## src/hdl/olgre_pkg.sv

```systemverilog
package olgre_pkg;

    localparam int MAX_BYTES = 8;
    localparam int QUEUE_DEPTH = 2;
    localparam int QUEUE_AW = $clog2(QUEUE_DEPTH);

    localparam logic [3:0] MAX_LEN = 4'(MAX_BYTES);

    localparam logic [7:0] BYTE_SYNC  = 8'h05;
    localparam logic [7:0] BYTE_RESET = 8'h04;
    localparam logic [7:0] BYTE_START = 8'h01;

    localparam logic [2:0] CMD_TICK     = 3'd0;
    localparam logic [2:0] CMD_RX       = 3'd1;
    localparam logic [2:0] CMD_REQ      = 3'd2;
    localparam logic [2:0] CMD_TAKE_RES = 3'd3;
    localparam logic [2:0] CMD_TAKE_ERR = 3'd4;

    localparam logic [1:0] CFG_RESET_PERIOD    = 2'd0;
    localparam logic [1:0] CFG_REQUEST_TIMEOUT = 2'd1;
    localparam logic [1:0] CFG_ANSWER_TIMEOUT  = 2'd2;
    localparam logic [1:0] CFG_QUICK_WINDOW    = 2'd3;

    localparam logic [1:0] OUTCOME_NONE   = 2'd0;
    localparam logic [1:0] OUTCOME_RESULT = 2'd1;
    localparam logic [1:0] OUTCOME_ERROR  = 2'd2;

    typedef enum logic [4:0] {
        PH_INIT = 5'b00001,
        PH_IDLE = 5'b00010,
        PH_SYNC = 5'b00100,
        PH_SEND = 5'b01000,
        PH_RECV = 5'b10000
    } t_phase;

    typedef enum logic [3:0] {
        ACT_WAIT    = 4'b0001,
        ACT_PROCESS = 4'b0010,
        ACT_RETURN  = 4'b0100,
        ACT_ERROR   = 4'b1000
    } t_action;

    typedef enum logic [1:0] {
        EMIT_NONE  = 2'd0,
        EMIT_RESET = 2'd1,
        EMIT_FRAME = 2'd2
    } t_emit;

    typedef struct packed {
        logic [2:0]  cmd;
        logic [7:0]  rx_byte;
        logic [7:0]  func_code;
        logic [7:0]  dp_address;
        logic [3:0]  dp_length;
        logic        is_write;
        logic [63:0] write_data;
    } t_in;

    typedef struct packed {
        logic        tx_valid;
        logic [7:0]  tx_byte;
        logic        last;
        logic        accepted;
        logic        busy_res;
        logic [1:0]  outcome;
        logic        error_code;
        logic [63:0] result_data;
    } t_out;

    typedef struct packed {
        logic [15:0] reset_period_ms;
        logic [15:0] request_timeout_ms;
        logic [15:0] answer_timeout_ms;
        logic [7:0]  quick_window_ms;
    } t_cfg;

    typedef struct packed {
        t_emit       emit;
        logic        sync_prefix;
        logic [7:0]  func;
        logic [7:0]  addr;
        logic [3:0]  len;
        logic        is_write;
        logic [63:0] data;
        logic        accepted;
        logic        busy_res;
        logic [1:0]  outcome;
        logic        error_code;
        logic [63:0] result_data;
    } t_job;

endpackage

```

## src/hdl/olgre_front.sv

```systemverilog
module olgre_front (
    input  logic             i_clk,
    input  logic             i_rst_n,
    input  logic             i_in_valid,
    output logic             o_in_ready,
    input  olgre_pkg::t_in   i_in,
    input  olgre_pkg::t_cfg  i_cfg,
    output logic             o_job_valid,
    output olgre_pkg::t_job  o_job,
    input  logic             i_job_ready
);

    olgre_pkg::t_phase  r_phase, n_phase;
    olgre_pkg::t_action r_action, n_action;
    logic [7:0]  r_func, n_func;
    logic [7:0]  r_addr, n_addr;
    logic [3:0]  r_len, n_len;
    logic        r_is_write, n_is_write;
    logic [63:0] r_data, n_data;
    logic [7:0]  r_rx_store [olgre_pkg::MAX_BYTES];
    logic [7:0]  n_rx_store [olgre_pkg::MAX_BYTES];
    logic [3:0]  r_rx_count, n_rx_count;
    logic [3:0]  r_rx_expected, n_rx_expected;
    logic [15:0] r_elapsed, n_elapsed;
    logic        r_last_error, n_last_error;

    logic        accept;
    logic        have;
    logic        send;
    logic        sync_prefix;
    logic        req_accepted;
    logic [3:0]  sat_len;
    logic [63:0] rdata;
    olgre_pkg::t_emit emit;

    assign o_in_ready  = i_job_ready;
    assign o_job_valid = i_in_valid;
    assign accept      = i_in_valid && i_job_ready;

    always_comb begin
        n_phase       = r_phase;
        n_action      = r_action;
        n_func        = r_func;
        n_addr        = r_addr;
        n_len         = r_len;
        n_is_write    = r_is_write;
        n_data        = r_data;
        n_rx_store    = r_rx_store;
        n_rx_count    = r_rx_count;
        n_rx_expected = r_rx_expected;
        n_elapsed     = r_elapsed;
        n_last_error  = r_last_error;
        have          = 1'b0;
        send          = 1'b0;
        sync_prefix   = 1'b0;
        req_accepted  = 1'b0;
        rdata         = 64'd0;
        emit          = olgre_pkg::EMIT_NONE;
        sat_len = (i_in.dp_length > olgre_pkg::MAX_LEN) ? olgre_pkg::MAX_LEN : i_in.dp_length;

        case (i_in.cmd)
            olgre_pkg::CMD_TICK: begin
                if (n_elapsed != 16'hFFFF) begin
                    n_elapsed = n_elapsed + 16'd1;
                end
            end
            olgre_pkg::CMD_RX: begin
                have = 1'b1;
            end
            olgre_pkg::CMD_REQ: begin
                if (n_action == olgre_pkg::ACT_WAIT) begin
                    n_func     = i_in.func_code;
                    n_addr     = i_in.dp_address;
                    n_len      = sat_len;
                    n_is_write = i_in.is_write;
                    n_data     = i_in.write_data;
                    n_rx_count = 4'd0;
                    for (int k = 0; k < olgre_pkg::MAX_BYTES; k++) begin
                        n_rx_store[k] = 8'h00;
                    end
                    n_action     = olgre_pkg::ACT_PROCESS;
                    req_accepted = 1'b1;
                end
            end
            olgre_pkg::CMD_TAKE_RES: begin
                if (n_action == olgre_pkg::ACT_RETURN) begin
                    for (int k = 0; k < olgre_pkg::MAX_BYTES; k++) begin
                        if (4'(k) < r_len) begin
                            rdata[8*k +: 8] = r_is_write ? r_data[8*k +: 8] : r_rx_store[k];
                        end
                    end
                    n_action = olgre_pkg::ACT_WAIT;
                end
            end
            olgre_pkg::CMD_TAKE_ERR: begin
                n_action = olgre_pkg::ACT_WAIT;
            end
            default: begin
            end
        endcase

        case (n_phase)
            olgre_pkg::PH_INIT: begin
                if (have) begin
                    if (i_in.rx_byte == olgre_pkg::BYTE_SYNC) begin
                        n_elapsed = 16'd0;
                        n_phase   = (n_action == olgre_pkg::ACT_PROCESS) ?
                                    olgre_pkg::PH_SYNC : olgre_pkg::PH_IDLE;
                    end
                end else if (n_elapsed > i_cfg.reset_period_ms) begin
                    n_elapsed = 16'd0;
                    emit      = olgre_pkg::EMIT_RESET;
                end
            end
            olgre_pkg::PH_IDLE: begin
                if (have) begin
                    if (i_in.rx_byte == olgre_pkg::BYTE_SYNC) begin
                        n_elapsed = 16'd0;
                        if (n_action == olgre_pkg::ACT_PROCESS) begin
                            n_phase = olgre_pkg::PH_SYNC;
                        end
                    end
                end else if (n_action == olgre_pkg::ACT_PROCESS &&
                             n_elapsed < {8'd0, i_cfg.quick_window_ms}) begin
                    send = 1'b1;
                end else if (n_elapsed > i_cfg.request_timeout_ms) begin
                    n_phase      = olgre_pkg::PH_INIT;
                    n_last_error = 1'b1;
                end
            end
            olgre_pkg::PH_SYNC: begin
                sync_prefix = 1'b1;
                send        = 1'b1;
            end
            olgre_pkg::PH_SEND: begin
                send = 1'b1;
            end
            olgre_pkg::PH_RECV: begin
                if (have) begin
                    if (n_rx_count < olgre_pkg::MAX_LEN) begin
                        n_rx_store[n_rx_count[2:0]] = i_in.rx_byte;
                    end
                    if (n_rx_count != 4'd15) begin
                        n_rx_count = n_rx_count + 4'd1;
                    end
                end
                if (n_rx_count == n_rx_expected) begin
                    n_phase      = olgre_pkg::PH_IDLE;
                    n_action     = olgre_pkg::ACT_RETURN;
                    n_elapsed    = 16'd0;
                    n_last_error = 1'b0;
                end else if (n_elapsed > i_cfg.answer_timeout_ms) begin
                    n_rx_count   = 4'd0;
                    n_last_error = 1'b1;
                    for (int k = 0; k < olgre_pkg::MAX_BYTES; k++) begin
                        n_rx_store[k] = 8'h00;
                    end
                    n_phase  = olgre_pkg::PH_INIT;
                    n_action = olgre_pkg::ACT_ERROR;
                end
            end
            default: begin
            end
        endcase

        if (send) begin
            emit          = olgre_pkg::EMIT_FRAME;
            n_rx_expected = n_is_write ? 4'd1 : n_len;
            n_rx_count    = 4'd0;
            n_phase       = olgre_pkg::PH_RECV;
        end

        if (n_action == olgre_pkg::ACT_PROCESS && n_elapsed > i_cfg.request_timeout_ms) begin
            n_last_error = 1'b1;
            n_action     = olgre_pkg::ACT_ERROR;
            n_phase      = olgre_pkg::PH_INIT;
        end
    end

    always_comb begin
        o_job.emit        = emit;
        o_job.sync_prefix = sync_prefix;
        o_job.func        = n_func;
        o_job.addr        = n_addr;
        o_job.len         = n_len;
        o_job.is_write    = n_is_write;
        o_job.data        = n_data;
        o_job.accepted    = req_accepted;
        o_job.busy_res    = (n_action != olgre_pkg::ACT_WAIT);
        o_job.outcome     = (n_action == olgre_pkg::ACT_RETURN) ? olgre_pkg::OUTCOME_RESULT :
                            (n_action == olgre_pkg::ACT_ERROR)  ? olgre_pkg::OUTCOME_ERROR :
                                                                  olgre_pkg::OUTCOME_NONE;
        o_job.error_code  = n_last_error;
        o_job.result_data = rdata;
    end

    always_ff @(posedge i_clk) begin
        if (!i_rst_n) begin
            r_phase       <= olgre_pkg::PH_INIT;
            r_action      <= olgre_pkg::ACT_WAIT;
            r_func        <= 8'd0;
            r_addr        <= 8'd0;
            r_len         <= 4'd0;
            r_is_write    <= 1'b0;
            r_data        <= 64'd0;
            r_rx_count    <= 4'd0;
            r_rx_expected <= 4'd0;
            r_elapsed     <= 16'd0;
            r_last_error  <= 1'b0;
            for (int k = 0; k < olgre_pkg::MAX_BYTES; k++) begin
                r_rx_store[k] <= 8'h00;
            end
        end else if (accept) begin
            r_phase       <= n_phase;
            r_action      <= n_action;
            r_func        <= n_func;
            r_addr        <= n_addr;
            r_len         <= n_len;
            r_is_write    <= n_is_write;
            r_data        <= n_data;
            r_rx_count    <= n_rx_count;
            r_rx_expected <= n_rx_expected;
            r_elapsed     <= n_elapsed;
            r_last_error  <= n_last_error;
            r_rx_store    <= n_rx_store;
        end
    end

endmodule

```

## src/hdl/olgre_queue.sv

```systemverilog
module olgre_queue (
    input  logic             i_clk,
    input  logic             i_rst_n,
    input  logic             i_push,
    output logic             o_ready,
    input  olgre_pkg::t_job  i_job,
    output logic             o_valid,
    output olgre_pkg::t_job  o_job,
    input  logic             i_pop
);

    olgre_pkg::t_job r_mem [olgre_pkg::QUEUE_DEPTH];
    logic [olgre_pkg::QUEUE_AW-1:0] r_wr_ptr;
    logic [olgre_pkg::QUEUE_AW-1:0] r_rd_ptr;
    logic [olgre_pkg::QUEUE_AW:0]   r_count;
    logic do_push;
    logic do_pop;

    assign o_ready = (r_count != (olgre_pkg::QUEUE_AW + 1)'(olgre_pkg::QUEUE_DEPTH));
    assign o_valid = (r_count != '0);
    assign o_job   = r_mem[r_rd_ptr];
    assign do_push = i_push && o_ready;
    assign do_pop  = i_pop && o_valid;

    always_ff @(posedge i_clk) begin
        if (do_push) begin
            r_mem[r_wr_ptr] <= i_job;
        end
    end

    always_ff @(posedge i_clk) begin
        if (!i_rst_n) begin
            r_wr_ptr <= '0;
            r_rd_ptr <= '0;
            r_count  <= '0;
        end else begin
            if (do_push) begin
                r_wr_ptr <= r_wr_ptr + 1'b1;
            end
            if (do_pop) begin
                r_rd_ptr <= r_rd_ptr + 1'b1;
            end
            if (do_push && !do_pop) begin
                r_count <= r_count + 1'b1;
            end else if (do_pop && !do_push) begin
                r_count <= r_count - 1'b1;
            end
        end
    end

endmodule

```

## src/hdl/olgre_back.sv

```systemverilog
module olgre_back (
    input  logic             i_clk,
    input  logic             i_rst_n,
    input  logic             i_job_valid,
    input  olgre_pkg::t_job  i_job,
    output logic             o_job_pop,
    output logic             o_out_valid,
    input  logic             i_out_ready,
    output olgre_pkg::t_out  o_out
);

    logic [3:0] r_idx;
    logic       r_out_valid;
    olgre_pkg::t_out r_out;

    logic [3:0] total;
    logic [3:0] pos;
    logic [3:0] dpos;
    logic [7:0] data_byte;
    logic [7:0] tx_byte;
    logic       is_last;
    logic       load;

    always_comb begin
        if (i_job.emit == olgre_pkg::EMIT_FRAME) begin
            total = 4'd4 + {3'd0, i_job.sync_prefix} + (i_job.is_write ? i_job.len : 4'd0);
        end else begin
            total = 4'd1;
        end
        pos  = r_idx - {3'd0, i_job.sync_prefix};
        dpos = pos - 4'd3;
        data_byte = 8'h00;
        for (int k = 0; k < olgre_pkg::MAX_BYTES; k++) begin
            if (dpos[2:0] == 3'(k)) begin
                data_byte = i_job.data[8*k +: 8];
            end
        end
        case (i_job.emit)
            olgre_pkg::EMIT_RESET: tx_byte = olgre_pkg::BYTE_RESET;
            olgre_pkg::EMIT_FRAME: begin
                if (i_job.sync_prefix && r_idx == 4'd0) begin
                    tx_byte = olgre_pkg::BYTE_START;
                end else if (pos == 4'd0) begin
                    tx_byte = i_job.func;
                end else if (pos == 4'd1) begin
                    tx_byte = i_job.addr;
                end else if (pos == 4'd2) begin
                    tx_byte = {4'd0, i_job.len};
                end else if (i_job.is_write && dpos < i_job.len) begin
                    tx_byte = data_byte;
                end else begin
                    tx_byte = olgre_pkg::BYTE_RESET;
                end
            end
            default: tx_byte = 8'h00;
        endcase
        is_last = (r_idx == total - 4'd1);
    end

    assign load        = i_job_valid && (!r_out_valid || i_out_ready);
    assign o_job_pop   = load && is_last;
    assign o_out_valid = r_out_valid;
    assign o_out       = r_out;

    always_ff @(posedge i_clk) begin
        if (load) begin
            r_out.tx_valid    <= (i_job.emit != olgre_pkg::EMIT_NONE);
            r_out.tx_byte     <= tx_byte;
            r_out.last        <= is_last;
            r_out.accepted    <= i_job.accepted;
            r_out.busy_res    <= i_job.busy_res;
            r_out.outcome     <= i_job.outcome;
            r_out.error_code  <= i_job.error_code;
            r_out.result_data <= i_job.result_data;
        end
    end

    always_ff @(posedge i_clk) begin
        if (!i_rst_n) begin
            r_idx       <= 4'd0;
            r_out_valid <= 1'b0;
        end else begin
            if (load) begin
                r_out_valid <= 1'b1;
                r_idx       <= is_last ? 4'd0 : r_idx + 4'd1;
            end else if (i_out_ready) begin
                r_out_valid <= 1'b0;
            end
        end
    end

endmodule

```

## src/hdl/optical_link_gwg_request_engine_unit.sv

```systemverilog
// Channel   Direction  Handshake                 Payload
// input     in         i_in_valid / o_in_ready   i_in  (olgre_pkg::t_in)
// result    out        o_out_valid / i_out_ready o_out (olgre_pkg::t_out)
// config    in         i_cfg_we (write only)     i_cfg_index, i_cfg_data
//
// The front takes one transaction per cycle unless the queue is full, and updates the protocol state
// in that cycle. The back sends one result per cycle unless i_out_ready holds it back; an item stays
// at the head of the queue until its byte sequencer has walked through every byte of its frame.
// A two-entry queue sits between them; the front stalls only when it is full.
// Reset is synchronous and returns the control and config registers to their defaults and the link to init.
module optical_link_gwg_request_engine_unit (
    input  logic            i_clk,
    input  logic            i_rst_n,
    input  logic            i_in_valid,
    output logic            o_in_ready,
    input  olgre_pkg::t_in  i_in,
    output logic            o_out_valid,
    input  logic            i_out_ready,
    output olgre_pkg::t_out o_out,
    input  logic            i_cfg_we,
    input  logic [1:0]      i_cfg_index,
    input  logic [15:0]     i_cfg_data
);

    olgre_pkg::t_cfg r_cfg;
    olgre_pkg::t_job front_job;
    olgre_pkg::t_job queue_job;
    logic front_valid;
    logic queue_ready;
    logic queue_valid;
    logic queue_pop;

    always_ff @(posedge i_clk) begin
        if (!i_rst_n) begin
            r_cfg.reset_period_ms    <= 16'd1000;
            r_cfg.request_timeout_ms <= 16'd5000;
            r_cfg.answer_timeout_ms  <= 16'd1000;
            r_cfg.quick_window_ms    <= 8'd10;
        end else if (i_cfg_we) begin
            case (i_cfg_index)
                olgre_pkg::CFG_RESET_PERIOD:    r_cfg.reset_period_ms    <= i_cfg_data;
                olgre_pkg::CFG_REQUEST_TIMEOUT: r_cfg.request_timeout_ms <= i_cfg_data;
                olgre_pkg::CFG_ANSWER_TIMEOUT:  r_cfg.answer_timeout_ms  <= i_cfg_data;
                olgre_pkg::CFG_QUICK_WINDOW:    r_cfg.quick_window_ms    <= i_cfg_data[7:0];
                default: begin
                end
            endcase
        end
    end

    olgre_front u_front (
        .i_clk       (i_clk),
        .i_rst_n     (i_rst_n),
        .i_in_valid  (i_in_valid),
        .o_in_ready  (o_in_ready),
        .i_in        (i_in),
        .i_cfg       (r_cfg),
        .o_job_valid (front_valid),
        .o_job       (front_job),
        .i_job_ready (queue_ready)
    );

    olgre_queue u_queue (
        .i_clk   (i_clk),
        .i_rst_n (i_rst_n),
        .i_push  (front_valid),
        .o_ready (queue_ready),
        .i_job   (front_job),
        .o_valid (queue_valid),
        .o_job   (queue_job),
        .i_pop   (queue_pop)
    );

    olgre_back u_back (
        .i_clk       (i_clk),
        .i_rst_n     (i_rst_n),
        .i_job_valid (queue_valid),
        .i_job       (queue_job),
        .o_job_pop   (queue_pop),
        .o_out_valid (o_out_valid),
        .i_out_ready (i_out_ready),
        .o_out       (o_out)
    );

    a_silent_is_last: assert property (@(posedge i_clk) disable iff (!i_rst_n)
        o_out_valid && !o_out.tx_valid |-> o_out.last)
        else $error("result without a byte is not marked last");

    a_accept_busy: assert property (@(posedge i_clk) disable iff (!i_rst_n)
        o_out_valid && o_out.accepted |-> o_out.busy_res)
        else $error("accepted request does not show busy");

    a_error_code: assert property (@(posedge i_clk) disable iff (!i_rst_n)
        o_out_valid && o_out.outcome == olgre_pkg::OUTCOME_ERROR |-> o_out.error_code)
        else $error("error outcome without error code");

endmodule

```

## config.mk

```make
export PLATFORM = sky130hd
export DESIGN_NAME = optical_link_gwg_request_engine_unit
export DESIGN_NICKNAME = d
export VERILOG_FILES = /design/src/hdl/olgre_pkg.sv /design/src/hdl/olgre_front.sv /design/src/hdl/olgre_queue.sv /design/src/hdl/olgre_back.sv /design/src/hdl/optical_link_gwg_request_engine_unit.sv
export SDC_FILE = /design/constraint.sdc
export NUM_CORES = 1
export LEC_CHECK = 0
export BUFFER_PORTS_ARGS = -buffer_cell sky130_fd_sc_hd__buf_4
export CORE_ASPECT_RATIO = 1.75
export CORE_MARGIN = 4
export CORE_UTILIZATION = 60
export DETAILED_ROUTE_END_ITERATION = 10
export GPL_ROUTABILITY_DRIVEN = 0
export PLACE_DENSITY = 0.88
export SYNTH_ARGS = -nofsm -noshare
export SYNTH_HDL_FRONTEND = slang
export SYNTH_HIERARCHICAL = 1
export SYNTH_SLANG_ARGS = --single-unit
```

## constraint.sdc

```tcl
create_clock -name i_clk -period 9.7 [get_ports i_clk]
set_clock_uncertainty 0.1 [all_clocks]
set_input_delay 1.94 -clock i_clk [delete_from_list [all_inputs] [get_ports i_clk]]
set_output_delay 1.94 -clock i_clk [all_outputs]
set_load 0.03 [all_outputs]
```

==> results_dict.tcl <==
set metrics [dict create \
    ys_seq_area_frac 0.566 \
    h-tree-depth 2 \
    netlist_instances 2646 \
    hp-class "reg2reg" \
    power.density_nw_per_um2 256 \
    clockBufferDepth 3 \
    fin_crit_sh 0.868 \
    area_growth_syn_to_layout_pct 12.1 \
    die_w_um 176 \
    drv_cap 0 \
    num_vias 21900 \
    finalSetupViolations 0 \
    netlist_area_um2 29600 \
    grt_use_total 0.292 \
    leakage_nw 13.0 \
    hold_buffers 0 \
    numCtsBuffers 53 \
    rsz0062_at_grt "no" \
    nets 2986 \
    finalPower_mw 8.52 \
    fin_crit_ns 8.42 \
    slew_headroom 0.174 \
    slew_viol_final 0 \
    coreArea_um2 48700 \
    utilization 0.682 \
    root_buffer "clkbuf_16" \
    setup_tns_ns 0 \
    io_buffer_count 199 \
    via_per_inst 6.29 \
    endpoint_kind "flip-flop" \
    ys_ff_latch 641 \
    hold_viol 0 \
    drc 0 \
    cts_resized 0 \
    synth_edf_count 393 \
    drt_first_iter_violations 2677 \
    design.die.area_um2 53100 \
    cp.arrival_ns 8.80 \
    grt_pass1_wl_mm 122 \
    synth-main-ff-cell "edfxtp_1" \
    grt_pass1_vias 22100 \
    crit_type "in2reg" \
    clk_pin_slew_ns 0.07 \
    startpoint_type "input port" \
    overflow 0 \
    initial_utilization 0.608 \
    routed_wirelength_mm 79.9 \
    antenna_found_initial 1 \
    hold_slack_ns 0.361 \
    drtAntennaViolNets 0 \
    syn_avg_cell_area_um2 11.2 \
    tightest_slew_ns 1.23 \
    wire_per_inst_um 23.0 \
    yosysWarnings 6 \
    required_ns 10.08 \
    fillers 3329 \
    cp_max_fo 24 \
    dp_hpwl_mm 54.2 \
    clock-sinks 641 \
    peakVddDrop_v 0.000199 \
    drt_pass1_iterations 6 \
    clock_latency_ns 0.61 \
    grt_max_degree 90 \
    rows 107 \
    cts_setup_buffers 0 \
    cts_tree "done" \
    yosysUniqueCellTypes 109 \
    pin_count 200 \
    worst-r2r-setup-slack_ns 2.21 \
    max_freq_mhz 119 \
    syn-num-nets 2857 \
    die_y_um 302 \
    drive_gt1_frac 0.186 \
    async_flop_share 0 \
    outcome "finished, final reports clean" \
]
==> cells in the mapped netlist, types with 24 or more instances <==
| cell type | number | area [µm²] |
|---|---|---|
| edfxtp_1 | 393 | 11800 |
| nand2_1 | 373 | 1400 |
| nor2_1 | 282 | 1060 |
| dfxtp_1 | 248 | 4960 |
| mux2_2 | 158 | 1780 |
| mux2i_1 | 129 | 1290 |
| inv_1 | 110 | 413 |
| nor3_1 | 107 | 536 |
| ha_1 | 92 | 1150 |
| clkbuf_1 | 83 | 312 |
| a21oi_1 | 68 | 340 |
| o2bb2ai_1 | 57 | 499 |
| o21ai_0 | 55 | 275 |
| nand3_1 | 43 | 215 |
| nor2b_1 | 43 | 269 |
| nand4_1 | 24 | 150 |
==> area by class of cell <==
class                           instances  area [µm²]  area share
Tap cell                              654         818      0.0246
Inverter                              113         432      0.0130
Sequential cell                       641       16800       0.505
Clock inverter                         29         305     0.00919
Multi-Input combinational cell       1745       11700       0.352
Timing Repair Buffer                  221        1660      0.0499
Antenna cell                            2        5.00    0.000151
Clock buffer                           71        1520      0.0457
==> worst max-delay path, cell delays in order <==
cell	delay, ns
buf_4	0.15
or4b_1	0.70
nor4_1	0.70
nand3_1	0.20
mux2i_1	0.31
inv_1	0.15
ha_1	0.33
nand4_1	0.16
nor3_1	0.28
o21ai_0	0.17
a31oi_1	0.40
o211a_1	0.69
nor2_1	0.14
ha_1	0.34
and3_1	0.21
nand4_1	0.26
a21oi_1	0.08
o22a_1	0.18
o21ai_0	0.45
nor3_1	0.19
o311a_4	0.43
o32a_1	0.29
==> cell families after synthesis <==
| family | count (synthesis) | share of synthesized area |
|---|---|---|
| AOI/OAI and AO/OA | 345 | 0.0866 |
| and+or+nand+nor | 986 | 0.154 |
| DFF | 641 | 0.566 |
| xor gates and xnor gates | 33 | 0.0100 |
| muxes | 289 | 0.105 |
| buffers and inverters | 260 | 0.0400 |
| adders and majority gates | 92 | 0.0389 |
==> cells in the final DEF (no fill, tap or decap), types with 9 or more instances in the layout <==
cell type and n:
a21oi_1 68, mux2_2 158, nor2b_1 43, nand2_1 371
a211oi_1 18, xnor2_1 20, mux2i_1 129, nor3_1 107
ha_1 92, inv_1 109, nand3_1 43, nand2b_1 14
o2bb2ai_1 57, o21ai_1 10, nand4_1 24, o21ai_0 55
a221o_1 10, and2_1 9, buf_4 221, dfxtp_1 246
a221oi_1 12, xor2_1 12, clkbuf_16 55, a21o_1 13
a31oi_1 9, nand3b_1 14, nor2_1 282, edfxtp_1 393
and3_1 11, clkinv_2 10
==> through the flow <==
step                instance area [µm²]  setup slack (ns)  instances
CTS                               33200              1.82       3474
global route                      33200              1.05       3474
finish                            33200              1.28       3476
floorplan                         29600              2.37       2646
detailed placement                31400              1.19       3374
global placement                  31400              1.51       3374
==> per-layer routing <==
layer  share of wire  track usage
met1            0.33        0.321
met2            0.50        0.510
met3           0.079       0.0413
met4           0.093        0.223
met5               0            0
==> where the power goes <==
part	internal, mW	total (mW)	switching [mW]	leakage [nW]
registers	3.51	3.73	0.220	5.81
clock network	1.19	2.19	1.00	0.903
logic	0.943	2.59	1.65	6.27
==> worst paths after layout <==
path              depth (start not counted)                 end                   from
setup / recovery                         22  u_front/r_phase[0]               i_in[93]
hold reg to reg                           2           r_cfg[41]              r_cfg[41]
hold / removal                            2           r_cfg[41]              r_cfg[41]
setup reg to reg                         22  u_front/r_phase[0]  u_front/r_elapsed[15]
==> flip-flops by register name, indices dropped and copies added (netlist names), 2 cells and up, named ones only <==
name                   count
u_queue/r_mem            314
u_front/r_addr             8
u_front/r_len              4
u_front/r_data            64
u_back/r_idx               4
r_cfg                     56
u_front/r_rx_store        64
u_front/r_phase            4
u_back/o_out              79
u_front/r_elapsed         16
u_front/r_action           4
u_front/r_rx_count         4
u_front/r_func             8
u_queue/r_count            2
u_front/r_rx_expected      4
No activity file was read; power rests on OpenSTA's default activity.
